## src/sv/double_ended_queue_top_defines.svh

```systemverilog
// Assertion macros for the double-ended queue.
// Used by files that carry concurrent checks; expects clk_i and rst_ni in scope.
`ifndef DOUBLE_ENDED_QUEUE_TOP_DEFINES_SVH
`define DOUBLE_ENDED_QUEUE_TOP_DEFINES_SVH

// Check a property at every clock edge outside reset.
`define DEQ_ASSERT(lbl, prop, msg) \
  lbl: assert property (@(posedge clk_i) disable iff (!rst_ni) (prop)) else $error(msg);

// Check that a condition in one cycle is followed by a consequence in the next.
`define DEQ_ASSERT_NEXT(lbl, ante, cons, msg) \
  lbl: assert property (@(posedge clk_i) disable iff (!rst_ni) (ante) |=> (cons)) \
    else $error(msg);

`endif

```

## src/sv/deq_pkg.sv

```systemverilog
// Shared types and constants for the double-ended queue.
// No dependencies; imported by deq_cell, deq_chain and the top level.
`default_nettype none

package deq_pkg;

  localparam int DefDepth     = 16;
  localparam int DefElemWidth = 32;

  localparam int ReqW    = 3;
  localparam int StatusW = 2;
  localparam int ValueW  = 32;
  localparam int CountW  = 5;

  typedef enum logic [ReqW-1:0] {
    REQ_PUSH_FRONT = 3'd0,
    REQ_PUSH_BACK  = 3'd1,
    REQ_POP_FRONT  = 3'd2,
    REQ_POP_BACK   = 3'd3,
    REQ_PEEK_FRONT = 3'd4,
    REQ_PEEK_BACK  = 3'd5
  } req_e;

  typedef enum logic [StatusW-1:0] {
    ST_OK    = 2'd0,
    ST_NULL  = 2'd1,
    ST_FULL  = 2'd2,
    ST_EMPTY = 2'd3
  } status_e;

  // What every cell of a chain does in one cycle.
  typedef enum logic [1:0] {
    CELL_HOLD  = 2'd0,
    CELL_PUSH  = 2'd1,  // take the neighbor nearer the head
    CELL_POP   = 2'd2,  // take the neighbor farther from the head
    CELL_WRITE = 2'd3   // the cell at the write index loads the item
  } cell_op_e;

endpackage

`default_nettype wire

```

## src/sv/double_ended_queue_top.sv

```systemverilog
// Double-ended queue of element handles built from two mirrored cell chains.
// A result is registered and is valid in the cycle after its item is accepted.
// Throughput: one item per cycle; every request completes in the cycle it is accepted.
// Input stalls only while a result is held by a stalled output.
// Reset clears the internal entry count and the output valid; cell contents are undefined
// until written and need no clearing pass.
`default_nettype none
`include "double_ended_queue_top_defines.svh"

module double_ended_queue_top #(
  parameter int DEPTH      = deq_pkg::DefDepth,
  parameter int ELEM_WIDTH = deq_pkg::DefElemWidth
) (
  input  wire                           clk_i,
  input  wire                           rst_ni,
  input  wire                           in_valid_i,
  output logic                          in_stall_o,
  input  wire [deq_pkg::ReqW-1:0]       req_type_i,
  input  wire [deq_pkg::ValueW-1:0]     item_value_i,
  output logic                          out_valid_o,
  input  wire                           out_stall_i,
  output logic [deq_pkg::StatusW-1:0]   status_o,
  output logic [deq_pkg::ValueW-1:0]    out_value_o,
  output logic [deq_pkg::CountW-1:0]    entry_count_o,
  output logic                          is_empty_o
);
  import deq_pkg::*;

  localparam int CntW = $clog2(DEPTH + 1);
  localparam int InW  = (ELEM_WIDTH > ValueW) ? ELEM_WIDTH : ValueW;
  localparam int ExtW = (CntW > CountW) ? CntW : CountW;

  // The front chain keeps the front element in cell 0, the back chain the back
  // element. Each chain pushes at its own end and writes the far end by index.
  cell_op_e              front_op, back_op, front_op_d, back_op_d;
  logic [ELEM_WIDTH-1:0] elem, front_head, back_head;
  logic [InW-1:0]        item_ext, value_ext;
  logic [CntW-1:0]       cnt_q, cnt_d, cnt_next;
  logic                  in_acc, full, empty, is_push;
  status_e               st_d;
  logic [ELEM_WIDTH-1:0] value_d;

  logic                  out_valid_q;
  status_e               status_q;
  logic [ELEM_WIDTH-1:0] value_q;
  logic [CntW-1:0]       count_q;
  logic [ExtW-1:0]       count_ext;

  assign item_ext = InW'(item_value_i);
  assign elem     = item_ext[ELEM_WIDTH-1:0];
  assign full     = (cnt_q == CntW'(DEPTH));
  assign empty    = (cnt_q == '0);

  assign in_stall_o = out_valid_q && out_stall_i;
  assign in_acc     = in_valid_i && !in_stall_o;

  always_comb begin
    front_op_d = CELL_HOLD;
    back_op_d  = CELL_HOLD;
    st_d       = ST_OK;
    value_d    = '0;
    cnt_next   = cnt_q;
    is_push    = 1'b0;
    case (req_type_i)
      REQ_PUSH_FRONT, REQ_PUSH_BACK: begin
        is_push = 1'b1;
        if (elem == '0) begin
          st_d = ST_NULL;
        end else if (full) begin
          st_d = ST_FULL;
        end else begin
          cnt_next = cnt_q + 1'b1;
          if (req_type_i == REQ_PUSH_FRONT) begin
            front_op_d = CELL_PUSH;
            back_op_d  = CELL_WRITE;
          end else begin
            front_op_d = CELL_WRITE;
            back_op_d  = CELL_PUSH;
          end
        end
      end
      REQ_POP_FRONT, REQ_PEEK_FRONT: begin
        if (empty) begin
          st_d = ST_EMPTY;
        end else begin
          value_d = front_head;
          if (req_type_i == REQ_POP_FRONT) begin
            front_op_d = CELL_POP;
            cnt_next   = cnt_q - 1'b1;
          end
        end
      end
      REQ_POP_BACK, REQ_PEEK_BACK: begin
        if (empty) begin
          st_d = ST_EMPTY;
        end else begin
          value_d = back_head;
          if (req_type_i == REQ_POP_BACK) begin
            back_op_d = CELL_POP;
            cnt_next  = cnt_q - 1'b1;
          end
        end
      end
      default: begin
        st_d = ST_OK;
      end
    endcase
  end

  // Hold both chains unless an item goes in this cycle.
  assign front_op = in_acc ? front_op_d : CELL_HOLD;
  assign back_op  = in_acc ? back_op_d : CELL_HOLD;
  assign cnt_d    = in_acc ? cnt_next : cnt_q;

  deq_chain #(
    .DEPTH      (DEPTH),
    .ELEM_WIDTH (ELEM_WIDTH)
  ) u_front (
    .clk_i    (clk_i),
    .op_i     (front_op),
    .wr_idx_i (cnt_q),
    .item_i   (elem),
    .head_o   (front_head)
  );

  deq_chain #(
    .DEPTH      (DEPTH),
    .ELEM_WIDTH (ELEM_WIDTH)
  ) u_back (
    .clk_i    (clk_i),
    .op_i     (back_op),
    .wr_idx_i (cnt_q),
    .item_i   (elem),
    .head_o   (back_head)
  );

  always_ff @(posedge clk_i or negedge rst_ni) begin
    if (!rst_ni) begin
      cnt_q       <= '0;
      out_valid_q <= 1'b0;
    end else begin
      cnt_q <= cnt_d;
      if (in_acc) begin
        out_valid_q <= 1'b1;
      end else if (!out_stall_i) begin
        out_valid_q <= 1'b0;
      end
    end
  end

  always_ff @(posedge clk_i) begin
    if (in_acc) begin
      status_q <= st_d;
      value_q  <= value_d;
      count_q  <= cnt_next;
    end
  end

  assign value_ext     = InW'(value_q);
  assign count_ext     = ExtW'(count_q);
  assign out_valid_o   = out_valid_q;
  assign status_o      = status_q;
  assign out_value_o   = value_ext[ValueW-1:0];
  assign entry_count_o = count_ext[CountW-1:0];
  assign is_empty_o    = (count_q == '0);

  `DEQ_ASSERT(a_cnt_bound, cnt_q <= CntW'(DEPTH), "entry count exceeds depth")
  `DEQ_ASSERT(a_single_ends, (cnt_q == CntW'(1)) |-> (front_head == back_head),
              "front and back chains disagree on a single element")
  `DEQ_ASSERT(a_no_stall_idle, !out_valid_q |-> !in_stall_o,
              "input stalled while no result is held")
  `DEQ_ASSERT_NEXT(a_push_grows, in_acc && is_push && (st_d == ST_OK),
                   cnt_q == $past(cnt_q) + 1'b1, "accepted push did not grow the count")

endmodule

`default_nettype wire

```

## src/sv/deq_cell.sv

```systemverilog
// One storage cell of a deque chain: holds one element, trades with its neighbors.
// Depends on deq_pkg.
`default_nettype none

module deq_cell #(
  parameter int DEPTH      = deq_pkg::DefDepth,
  parameter int ELEM_WIDTH = deq_pkg::DefElemWidth,
  parameter int IDX        = 0
) (
  input  wire                             clk_i,
  input  wire deq_pkg::cell_op_e          op_i,
  input  wire [$clog2(DEPTH+1)-1:0]       wr_idx_i,
  input  wire [ELEM_WIDTH-1:0]            item_i,
  input  wire [ELEM_WIDTH-1:0]            prev_i,
  input  wire [ELEM_WIDTH-1:0]            next_i,
  output logic [ELEM_WIDTH-1:0]           data_o
);
  import deq_pkg::*;

  localparam int CntW = $clog2(DEPTH + 1);

  logic [ELEM_WIDTH-1:0] data_q, data_d;

  always_comb begin
    data_d = data_q;
    case (op_i)
      CELL_PUSH:  data_d = prev_i;
      CELL_POP:   data_d = next_i;
      CELL_WRITE: begin
        if (wr_idx_i == CntW'(IDX)) begin
          data_d = item_i;
        end
      end
      default:    data_d = data_q;
    endcase
  end

  always_ff @(posedge clk_i) begin
    data_q <= data_d;
  end

  assign data_o = data_q;

endmodule

`default_nettype wire

```

## src/sv/deq_chain.sv

```systemverilog
// A row of deq_cell instances; cell 0 holds the element at this chain's end.
// Depends on deq_pkg and deq_cell.
`default_nettype none

module deq_chain #(
  parameter int DEPTH      = deq_pkg::DefDepth,
  parameter int ELEM_WIDTH = deq_pkg::DefElemWidth
) (
  input  wire                             clk_i,
  input  wire deq_pkg::cell_op_e          op_i,
  input  wire [$clog2(DEPTH+1)-1:0]       wr_idx_i,
  input  wire [ELEM_WIDTH-1:0]            item_i,
  output logic [ELEM_WIDTH-1:0]           head_o
);
  import deq_pkg::*;

  logic [ELEM_WIDTH-1:0] cell_data [DEPTH];

  for (genvar i = 0; i < DEPTH; i++) begin : g_cell
    logic [ELEM_WIDTH-1:0] prev_data, next_data;

    // Cell 0 takes the pushed item; the last cell refills from itself.
    if (i == 0) begin : g_first
      assign prev_data = item_i;
    end else begin : g_mid_prev
      assign prev_data = cell_data[i-1];
    end
    if (i == DEPTH - 1) begin : g_last
      assign next_data = cell_data[i];
    end else begin : g_mid_next
      assign next_data = cell_data[i+1];
    end

    deq_cell #(
      .DEPTH      (DEPTH),
      .ELEM_WIDTH (ELEM_WIDTH),
      .IDX        (i)
    ) u_cell (
      .clk_i    (clk_i),
      .op_i     (op_i),
      .wr_idx_i (wr_idx_i),
      .item_i   (item_i),
      .prev_i   (prev_data),
      .next_i   (next_data),
      .data_o   (cell_data[i])
    );
  end

  assign head_o = cell_data[0];

endmodule

`default_nettype wire
```

## config.mk

```make
export PLATFORM = sky130hd
export DESIGN_NAME = double_ended_queue_top
export DESIGN_NICKNAME = d
export VERILOG_FILES = /design/src/sv/deq_pkg.sv /design/src/sv/double_ended_queue_top.sv /design/src/sv/deq_cell.sv /design/src/sv/deq_chain.sv
export VERILOG_INCLUDE_DIRS = /design/src /design/src/sv
export SDC_FILE = /design/constraint.sdc
export NUM_CORES = 1
export LEC_CHECK = 0
export BUFFER_PORTS_ARGS = -buffer_cell sky130_fd_sc_hd__buf_2
export CORE_MARGIN = 3
export CORE_UTILIZATION = 50
export DETAILED_ROUTE_END_ITERATION = 10
export PLACE_DENSITY = 0.66
export SETUP_SLACK_MARGIN = 0.02
export SKIP_LAST_GASP = 1
export SYNTH_ARGS = -nofsm -noshare
export SYNTH_HDL_FRONTEND = slang
export SYNTH_SLANG_ARGS = --single-unit
```

## constraint.sdc

```tcl
create_clock -name clk_i -period 9.4 [get_ports clk_i]
set_clock_uncertainty 0.15 [all_clocks]
set_input_delay 1.88 -clock clk_i [delete_from_list [all_inputs] [get_ports clk_i]]
set_output_delay 1.88 -clock clk_i [all_outputs]
set_load 0.02 [all_outputs]
```

# Yosys cells after proc, flatten, opt, wreduce, memory -nomap -nowiden
# Cells that the tools add are included.
[word_totals] out_inout_bits=42 ff_bits=1069 word_cells=224 inputBits=39
[op_classes] mux=78 eq_ne=60 reduce_logical=47 add_sub_neg=2
[ops] op="$pmux W32 S3" count=30
[ops] op="$mux W32" count=18
[ops] op="$pmux W32 S2" count=3
[ops] op="$reduce_and A2 Y1" count=32
[ops] op="$eq A5 B4 Y1 const B" count=8
[ops] op="$ne A2 B2 Y1 const B" count=17
[ops] op="$logic_not A32 Y1" count=1
[ops] op="$ne A2 B1 Y1 const B" count=16
[ops] op="$mux W2" count=15
[ops] op="$mux W5" count=6
[ops] op="$eq A5 B3 Y1 const B" count=4
[ops] op="$pmux W5 S3" count=1
[ops] op="$pmux W2 S2" count=3
[ops] op="$eq A5 B2 Y1 const B" count=2
[ops] op="$logic_not A5 Y1" count=2
[ops] op="$eq A2 B2 Y1 const B" count=4
[ops] op="$eq A3 B2 Y1 const B" count=2
[ops] op="$eq A3 B3 Y1 const B" count=2
[ops] op="$reduce_bool A3 Y1" count=2
[ops] op="$reduce_or A2 Y1" count=3
[ops] op="$add A5 B1 Y5 const B" count=1
[ops] op="$eq A5 B1 Y1 const B" count=1
[ops] op="$eq A5 B5 Y1 const B" count=1
[ops] op="$sub A5 B1 Y5 const B" count=1
[ops] op="8 further kinds" count=12

# Longest topological paths before layout
# Gate-level depths: netlist of the first run.
[logic_depth] depth_word=9 depth_mapped=14 depth_no_buf=11

# By module
# From an unflattened synthesis of the first run, not the netlist that was laid out.
[hier_totals] cells_unflattened=3993 area_unflattened_um2=56157.6
[modules_own_cells] mod="deq_cell at u_back.g_cell[5].u_cell ..." cells_per_inst=114 area_per_inst_um2=1659.1 seq_area_each_um2=960.9 instances=8
[modules_own_cells] mod="deq_cell at u_back.g_cell[7].u_cell ..." cells_per_inst=114 area_per_inst_um2=1657.8 seq_area_each_um2=960.9 instances=5
[modules_own_cells] mod="deq_cell at u_back.g_cell[0].u_cell ..." cells_per_inst=114 area_per_inst_um2=1652.8 seq_area_each_um2=960.9 instances=4
[modules_own_cells] mod="deq_cell at u_back.g_cell[8].u_cell ..." cells_per_inst=114 area_per_inst_um2=1656.6 seq_area_each_um2=960.9 instances=3
[modules_own_cells] mod="deq_cell at u_front.g_cell[15].u_cell ..." cells_per_inst=114 area_per_inst_um2=1655.3 seq_area_each_um2=960.9 instances=3
[modules_own_cells] mod="deq_cell at u_back.g_cell[10].u_cell ..." cells_per_inst=114 area_per_inst_um2=1662.8 seq_area_each_um2=960.9 instances=2
[modules_own_cells] mod="deq_cell at u_back.g_cell[11].u_cell ..." cells_per_inst=114 area_per_inst_um2=1654.1 seq_area_each_um2=960.9 instances=2
[modules_own_cells] mod="double_ended_queue_top" cells_per_inst=239 area_per_inst_um2=2582.5 seq_area_each_um2=1321.3 instances=1
[modules_own_cells] mod="deq_cell at u_front.g_cell[0].u_cell" cells_per_inst=220 area_per_inst_um2=2243.4 seq_area_each_um2=960.9 instances=1
[modules_own_cells] mod="deq_cell at u_back.g_cell[4].u_cell" cells_per_inst=114 area_per_inst_um2=1660.3 seq_area_each_um2=960.9 instances=1
[modules_own_cells] mod="deq_cell at u_back.g_cell[15].u_cell" cells_per_inst=114 area_per_inst_um2=1651.6 seq_area_each_um2=960.9 instances=1
[modules_own_cells] mod="deq_cell at u_back.g_cell[3].u_cell" cells_per_inst=114 area_per_inst_um2=1649.1 seq_area_each_um2=960.9 instances=1
[modules_own_cells] mod="deq_cell at u_back.g_cell[14].u_cell" cells_per_inst=114 area_per_inst_um2=1627.8 seq_area_each_um2=960.9 instances=1

# Least setup slack after synthesis of the first run
# Ideal clock, no wire load.
[synth_path] path_kind="input port to flip-flop" start="input out_stall_i" end="register u_front.g_cell[8].u_cell.data_q[0], enable pin" arrival_time_ns=6.574 n_path_buf=3 cell_stages=11 setup_time_ns=0.466 slack_ns=2.210 required_time_ns=8.784 path_cell_list="and2_1 > nand2b_1 > inv_2 > nand3_1 > inv_1 > ha_1 > clkbuf_1 > clkbuf_1 > clkbuf_1 > nand2_1 > o21ai_0"
[synth_between] elab_chain_len=7 elab_cells_between_ends=10 classes_between="eq/ne: 4; mux: 1; reduce/logical: 5"
[synth_rtl] element="from (decl)" line_no="double_ended_queue_top.sv:21" text="input wire out_stall_i,"
[synth_rtl] element="$logic_and A1 B1 Y1 (*)" line_no="double_ended_queue_top.sv:54" text="assign in_stall_o = out_valid_q && out_stall_i;"
[synth_rtl] element="$logic_not A1 Y1 (*)" line_no="double_ended_queue_top.sv:55" text="assign in_acc = in_valid_i && !in_stall_o;"
[synth_rtl] element="$logic_and A1 B1 Y1 (*)" line_no="double_ended_queue_top.sv:55"
[synth_rtl] element="net in_acc" line_no="double_ended_queue_top.sv:39" text="logic in_acc, full, empty, is_push;"
[synth_rtl] element="$mux W2 (*)" line_no="double_ended_queue_top.sv:111" text="assign front_op = in_acc ? front_op_d : CELL_HOLD;"
[synth_rtl] element="$eq A2 B2 Y1 / $eq A2 B1 Y1 (equally long branches)" line_no="deq_cell.sv:26" text="case (op_i)"
[synth_rtl] element="$ne A2 B1 Y1 (no line) / $reduce_bool A3 Y1 (equally long branches)"
[synth_rtl] element="$reduce_and A2 Y1 (no line) (*)"
[synth_rtl] element="to (signal assigned)" line_no="deq_cell.sv:39" text="data_q <= data_d;"
[synth_rtl] element="to (decl)" line_no="deq_cell.sv:22" text="logic [ELEM_WIDTH-1:0] data_q, data_d;"
# The timed path passes the listed nets; every way through them passes the cells marked *.
# A chain may end at the register's enable or synchronous reset.

# Worst setup path after layout of the first run
[layout_path] start="input item_value_i[13] in the netlist's numbering" end="register u_front.g_cell[2].u_cell.data_q[17], enable pin"
[layout_between] elab_chain_len=7 elab_cells_between_ends=10 classes_between="eq/ne: 4; mux: 3; reduce/logical: 3"
[layout_rtl] element="from (decl)" line_no="double_ended_queue_top.sv:19" text="input wire [deq_pkg::ValueW-1:0] item_value_i,"
[layout_rtl] element="$logic_not A32 Y1 (*)" line_no="double_ended_queue_top.sv:67" text="if (elem == '0) begin"
[layout_rtl] element="$mux W2 (*)" line_no="double_ended_queue_top.sv:67"
[layout_rtl] element="$pmux W2 S2 (*)" line_no="double_ended_queue_top.sv:64" text="case (req_type_i)"
[layout_rtl] element="$mux W2 (*)" line_no="double_ended_queue_top.sv:111"
[layout_rtl] element="$eq A2 B2 Y1 / $eq A2 B1 Y1 (equally long branches)" line_no="deq_cell.sv:26"
[layout_rtl] element="$ne A2 B1 Y1 (no line) / $reduce_bool A3 Y1 (equally long branches)"
[layout_rtl] element="$reduce_and A2 Y1 (no line) (*)"
[layout_rtl] element="to (signal assigned)" line_no="deq_cell.sv:39"
[layout_rtl] element="to (decl)" line_no="deq_cell.sv:22"
# Mark *: on every way between the ends. The rest lies on a longest branch, timed or not.

==> impl_metrics.tcl, run 1 <==
set metrics [dict create \
    status "finished, violations left" \
    violations "max-slew violations" \
    globalplace.congestion 0.8611 \
    netlist_area_um2 45690 \
    synth.area.top_cells "edfxtp_1, a221o_1, mux2_2" \
    insertion_delay_ns 0.70 \
    dp_hpwl_um 71180 \
    cp_slowest_cell "a2111oi_1" \
    cts_tree "built" \
    reg2reg_slack_ns 3.43 \
    yosysTopAreaCellShare_pct 69.87 \
    yosys.area.top_type "edfxtp_1" \
    vias 29140 \
    hold_class "reg -> reg" \
    grt_pass1_vias 27850 \
    clock_sinks 1069 \
    dr.pass1.iters 6 \
    ff2ff_path_depth 12 \
    power_density_nw_per_um2 225.6 \
    fin_area_um2 50760 \
    overflow 0 \
    start_kind "input pin" \
    regArea_um2 32070 \
    avgSynthCellArea_um2 16.84 \
    port_buffers 80 \
    path_clk_slew_ns 0.06 \
    path_class "in -> reg" \
    layout-drive-gt1-share_pct 16.73 \
    relSlewSlack_pct -8.999 \
    crit_buf_inv 2 \
    drt-initial-drc-count 4592 \
    slew_viol_final 139 \
    final.setup.tns_ns 0 \
    fin_crit_sh_pct 70.28 \
    synth_cell_types 53 \
    power_w 0.01145 \
    hold_start "u_back.g_cell[15].u_cell.data_o[16]" \
    yosysSeqAreaShare_pct 70.19 \
    max_stage_delay_ns 1.00 \
    cts-resized-gates 0 \
    n_fill_cell 6797 \
    ant_nets 0 \
    area_growth_pct 11.10 \
    dieArea_um2 95040 \
    core_um2 90290 \
    h-tree-depth 3 \
    cp.required_ns 9.61 \
    num_antenna_cells 0 \
    grt_max_degree 267 \
    cts_buffers 110 \
    rsz0062_at_grt "no" \
    finalSetupViolCount 0 \
    rows 110 \
    timing.rr.end "u_front.g_cell[2].u_cell.data_o[17]" \
    clock.fmax_mhz 151.4 \
    viasPerCell 7.446 \
    finalHoldViolations 0 \
    wl_per_cell_um 31.84 \
    crit_arrival_ns 6.82 \
    io_pins 81 \
    grt_use_total_pct 25.43 \
    die_w_um 308.3 \
    cts_root_buf "clkbuf_16" \
    multiInputGateArea_um2 12800 \
    ir_worst_vdd_mv 0.1479 \
    hold_buffers 0 \
    fin_crit_ns 6.606 \
    hold_depth 1 \
    worstMarginPinSlew_ns 1.635 \
    ys_seq_elements 1069 \
    p_leak_nw 16.54 \
    holdPathEnd "u_back.g_cell[14].u_cell.data_o[16]" \
    crit_family "compound AO/OA/AOI/OAI gates" \
    synth_edf_count 1063 \
    cts_setup_buffers 0 \
    drcViolationCount 0 \
    clk_path_buf_depth 3 \
    die_y_um 308.3 \
    final_net_count 2703 \
    ys.flop_type "edfxtp_1" \
    wl_um 124600 \
    path_max_fanout 43 \
    end_kind "register" \
    drv_cap 0 \
    post_dp_cell_area_um2 47340 \
    initial_core_util_pct 50.60 \
    synthesis.nets 2766 \
    cp_cell_sequence "buf_2, nor4_1, and4_1, a21oi_2, nand2_1, a2111oi_1, ha_4, nor2b_1, nand2_1, o21ai_4, buf_4" \
    ys_async_sr_fraction_pct 0.5613 \
    cpMostUsedCell "nand2_1" \
    yosysWarnings 0 \
    grt_pass1_wl_um 182700 \
    antenna_found_initial 4 \
    r2r-start "cnt_q[0]" \
    syn_inst 2713 \
]
-- sequential cells by signal, summed over array words and instances, names as in the netlist --
signal	flops
out_valid_o	1
cnt_q	5
u_front.g_cell.u_cell.data_o	512
status_o	2
entry_count_o	5
out_value_o	32
u_back.g_cell.u_cell.data_o	512
-- worst register-to-register path, stage by stage (launching register included) --
cell and delay [ns]:
dfrtp_1 0.56, inv_1 0.17, ha_1 0.34, nand3b_1 0.18, nor2_1 0.11, a21oi_2 0.43
nand2_1 0.15, a2111oi_1 1.00, ha_4 0.67, nor2b_1 0.31, nand2_1 0.28, o21ai_4 0.92
buf_4 0.37
-- report_power, final --
part           switching (W)  internal (W)  total, W
logic               0.000793      0.000462   0.00125
clock network        0.00185       0.00236   0.00421
registers           0.000241       0.00575   0.00599
total                0.00289       0.00856    0.0115
-- kinds of logic (layout without fill, tap and decap cells) --
logic type / count (synthesis) / count (layout) / share of synthesized area, %
AO/OA/AOI/OAI: 963 / 963 / 20.58
XOR/XNOR: 1 / 1 / 0.01917
adder cells (fa/ha/maj): 14 / 14 / 0.3834
buffers and inverters: 314 / 338 / 2.618
flip-flops: 1069 / 1069 / 70.19
multiplexers: 165 / 165 / 3.974
AND/OR/NAND/NOR: 187 / 187 / 2.235
-- synthesized netlist by cell type (all sizes together) (2+ instances only) --
| cell type | instances |
|---|---|
| a21oi | 7 |
| a221o | 900 |
| and2 | 65 |
| and4 | 3 |
| buf | 25 |
| clkbuf | 280 |
| dfrtp | 6 |
| edfxtp | 1063 |
| ha | 14 |
| inv | 9 |
| mux2 | 131 |
| mux2i | 34 |
| nand2 | 24 |
| nand2b | 6 |
| nand3 | 4 |
| nand3b | 5 |
| nand4 | 3 |
| nor2 | 48 |
| nor2b | 6 |
| nor3 | 3 |
| nor4 | 8 |
| nor4b | 3 |
| o2111ai | 2 |
| o211ai | 3 |
| o21ai | 33 |
| o31a | 2 |
| o31ai | 4 |
| or2 | 4 |
| or3 | 2 |
-- how the worst max path moves through the flow --
| stage | depth (start not counted) | slack (ns) | startpoint | end |
|---|---|---|---|---|
| 2_1_floorplan | 11 | 2.21 | out_stall_i | u_front.g_cell[8].u_cell.data_o[0] |
| 3_3_place_gp | 11 | 2.28 | item_value_i[14] | u_front.g_cell[2].u_cell.data_o[15] |
| 3_5_place_dp | 11 | 2.29 | item_value_i[14] | u_front.g_cell[2].u_cell.data_o[15] |
| 4_1_cts | 11 | 2.97 | item_value_i[14] | u_front.g_cell[2].u_cell.data_o[17] |
| 5_1_grt | 11 | 2.73 | item_value_i[14] | u_front.g_cell[2].u_cell.data_o[17] |
| 6_report | 11 | 2.79 | item_value_i[13] | u_front.g_cell[2].u_cell.data_o[17] |
-- metal layers --
metal	vias up	GRT usage, %	wire length, µm
met4	4	10.27	4591
met1	15090	37.05	52510
met2	1856	37.50	55330
met5	-	0.5056	57
li1	11950	-	-
met3	236	5.287	12090
-- placed cells by master, fill, tap and decap left out, types with 20 or more instances in the layout --
| cell | Yosys | final |
|---|---|---|
| nor2_1 | 48 | 46 |
| buf_4 | 0 | 35 |
| clkinv_2 | 0 | 23 |
| edfxtp_1 | 1063 | 1063 |
| o21ai_4 | 0 | 26 |
| mux2i_1 | 34 | 34 |
| a221o_1 | 900 | 900 |
| mux2_2 | 130 | 129 |
| clkbuf_16 | 0 | 111 |
| clkbuf_1 | 280 | 22 |
| nand2_1 | 24 | 20 |
| buf_2 | 2 | 80 |
| and2_0 | 64 | 64 |
| clkinv_1 | 0 | 23 |
-- stage by stage --
step	std cells	setup WS [ns]	hold slack (ns)	util [%]
2_1_floorplan	2713	2.210	0.3759	-
3_3_place_gp	3714	2.281	0.3823	52.43
3_5_place_dp	3714	2.289	0.3852	52.43
4_1_cts	3913	2.974	0.3990	56.22
5_1_grt	3913	2.732	0.4148	56.22
6_report	3913	2.794	0.3970	56.22
-- final cells by class --
cell class,count,area share [%]
inverters,9,0.06655
clock buffers,133,5.635
repair buffers,130,1.898
flip-flops and latches,1069,63.18
clock inverters,66,1.104
well taps,1176,2.899
multi-input cells,1330,25.22
(Power assumes the default switching activity.)
==> inputs of run 2 (changes only) <==
- ABC_AREA: not set -> 1
- clock period: 9.4 -> 6.6 ns (I/O delays scaled with it)
==> impl_metrics.tcl, run 2 <==
set metrics [dict create \
    p_leak_nw 20.24 \
    cts_tree "built" \
    syn_inst 3879 \
    stdcell_count 5179 \
    grt_use_total_pct 23.21 \
    grt_pass1_vias 30290 \
    path_class "in -> reg" \
    grt_max_degree 237 \
    yosys.area.top_type "edfxtp_1" \
    drt-initial-drc-count 4224 \
    clk_path_buf_depth 3 \
    dieArea_um2 99990 \
    finalHoldViolations 0 \
    ant_nets 0 \
    place_inst 4976 \
    layout_setup_ws_ns 1.975 \
    wl_um 118400 \
    r2r-start "cnt_q[0]" \
    yosysMostFrequentCell "edfxtp_1" \
    path_clk_slew_ns 0.06 \
    fin_crit_sh_pct 70.08 \
    synthesis.nets 3932 \
    relSlewSlack_pct 15.34 \
    clock_sinks 1069 \
    rows 113 \
    final_net_count 3874 \
    die_y_um 316.2 \
    synthTopCellsByCount "edfxtp_1, inv_1, o221ai_1, nand2_1, buf_2" \
    initial_core_util_pct 50.56 \
    avgSynthCellArea_um2 12.40 \
    h-tree-depth 3 \
    core_um2 95150 \
    clock.fmax_mhz 216.2 \
    ys_async_sr_fraction_pct 0.5613 \
    timing.rr.end "u_back.g_cell[1].u_cell.data_o[22]" \
    rsz0062_at_grt "no" \
    overflow 0 \
    cts-resized-gates 0 \
    cts_setup_buffers 0 \
    finalSetupViolCount 0 \
    place_ws_ns 1.353 \
    synth_edf_count 1063 \
    globalplace.congestion 0.9080 \
    synth.area.top_cells "edfxtp_1, o221ai_1, inv_1" \
    dr.pass1.iters 6 \
    reg2reg_slack_ns 2.27 \
    status "finished clean" \
    power_density_nw_per_um2 305.2 \
    cp.required_ns 6.82 \
    cpMostUsedCell "nor2_1" \
    yosysSeqAreaShare_pct 66.66 \
    start_kind "input pin" \
    final_common_cell "edfxtp_1" \
    vias 32100 \
    dp_hpwl_um 72170 \
    insertion_delay_ns 0.68 \
    layout-drive-gt1-share_pct 9.175 \
    wl_per_cell_um 22.86 \
    grt_pass1_wl_um 181600 \
    worstMarginPinSlew_ns 1.265 \
    io_pins 81 \
    ys_seq_elements 1069 \
    path_max_fanout 94 \
    antenna_found_initial 1 \
    ys.flop_type "edfxtp_1" \
    ff2ff_path_depth 16 \
    yosysTopAreaCellShare_pct 66.34 \
    netlist_area_um2 48110 \
    layout_common_cells "edfxtp_1, inv_1, o221ai_1" \
    hold_buffers 0 \
    port_buffers 80 \
    whs_ns 0.3246 \
    n_fill_cell 7730 \
    slew_viol_final 0 \
    viasPerCell 6.198 \
    crit_arrival_ns 4.84 \
    drv_cap 0 \
    hold_class "in -> async" \
    cts_buffers 108 \
    ir_worst_vdd_mv 0.2036 \
    drcViolationCount 0 \
    die_w_um 316.2 \
    yosysWarnings 0 \
    end_kind "register" \
    cp_cell_sequence "buf_2, nor2_1, nand2_1, nor2_1, nand2_2, nor2_8, nor2_4, nand2_4, nor2_1, inv_1, ha_4, clkinv_8, nand2_4, buf_12, o221ai_1" \
    cp_slowest_cell "nand2_4" \
    fin_crit_ns 4.625 \
    area_growth_pct 10.24 \
    max_stage_delay_ns 0.70 \
    cts_root_buf "clkbuf_16" \
    synth_cell_types 36 \
]
==> run 2: changes by cell type in the layout (fill, tap and decap cells not counted), sizes merged, moves of 131 or more <==
| cell | change |
|---|---|
| a221o | -900 |
| inv | +953 |
| mux2 | -131 |
| nand2 | +258 |
| o21ai | +134 |
| o221ai | +768 |
==> run 2: final cells by class <==
class / count / area (µm²) / area share (%)
timing repair buffer: 145 / 1026 / 1.934
inverter: 961 / 3627 / 6.838
clock inverter: 66 / 681.9 / 1.286
antenna: 1 / 2.502 / 0.004718
tap: 1265 / 1583 / 2.984
sequential: 1069 / 32070 / 60.46
clock buffer: 136 / 2892 / 5.451
multi-input combinational: 1536 / 11160 / 21.04
==> run 2: how the worst max path moves through the flow <==
stage,endpoint,startpoint
after detailed placement,u_front.g_cell[12].u_cell.data_o[6],out_stall_i
after CTS,u_back.g_cell[8].u_cell.data_o[6],item_value_i[30]
after floorplan,u_back.g_cell[10].u_cell.data_o[0],out_stall_i
final,u_back.g_cell[1].u_cell.data_o[22],item_value_i[30]
after global routing,u_front.g_cell[10].u_cell.data_o[14],out_stall_i
after global placement,u_front.g_cell[12].u_cell.data_o[13],out_stall_i
==> run 2: routing by layer <==
metal	track usage (%)	part of all wire [%]	vias up
met1	34.92	44	16030
met5	0	0	-
met4	7.204	2.5	0
met2	35.26	46	1477
li1	-	-	14410
met3	3.124	8.0	181
==> run 2: kinds of logic after synthesis <==
family | count (synthesis) | synth area share, %
buf+inv | 1274 | 10.97
compound gates | 1107 | 18.30
flops | 1069 | 66.66
simple gates | 413 | 3.677
fa+ha+maj | 14 | 0.3641
xor+xnor | 2 | 0.03641
==> run 2: power breakdown <==
part | internal, W | total (W) | switching [W] | leakage, nW
sequential | 0.00814 | 0.00829 | 0.000146 | 9.89
clock | 0.00364 | 0.00619 | 0.00255 | 1.74
combinational | 0.000501 | 0.00171 | 0.00121 | 8.61
==> run 2: critical path: cells and delay by family <==
family	cells	cell delay, ns
buffers and inverters	4	1.00
AOI/OAI and AO/OA	1	0.18
and+or+nand+nor	9	1.83
adders and majority gates	1	0.37
==> run 2: stage by stage <==
| step | utilization (%) | cell area [µm²] | power, W | TNS (ns) |
|---|---|---|---|---|
| after floorplan | - | 48110 | 0.009552 | -77.39 |
| after CTS | 55.74 | 53040 | 0.01628 | 0 |
| final | 55.74 | 53040 | 0.01619 | 0 |
| after detailed placement | 51.99 | 49470 | 0.01012 | 0 |
| after global placement | 51.99 | 49470 | 0.01006 | 0 |
| after global routing | 55.74 | 53040 | 0.01676 | 0 |
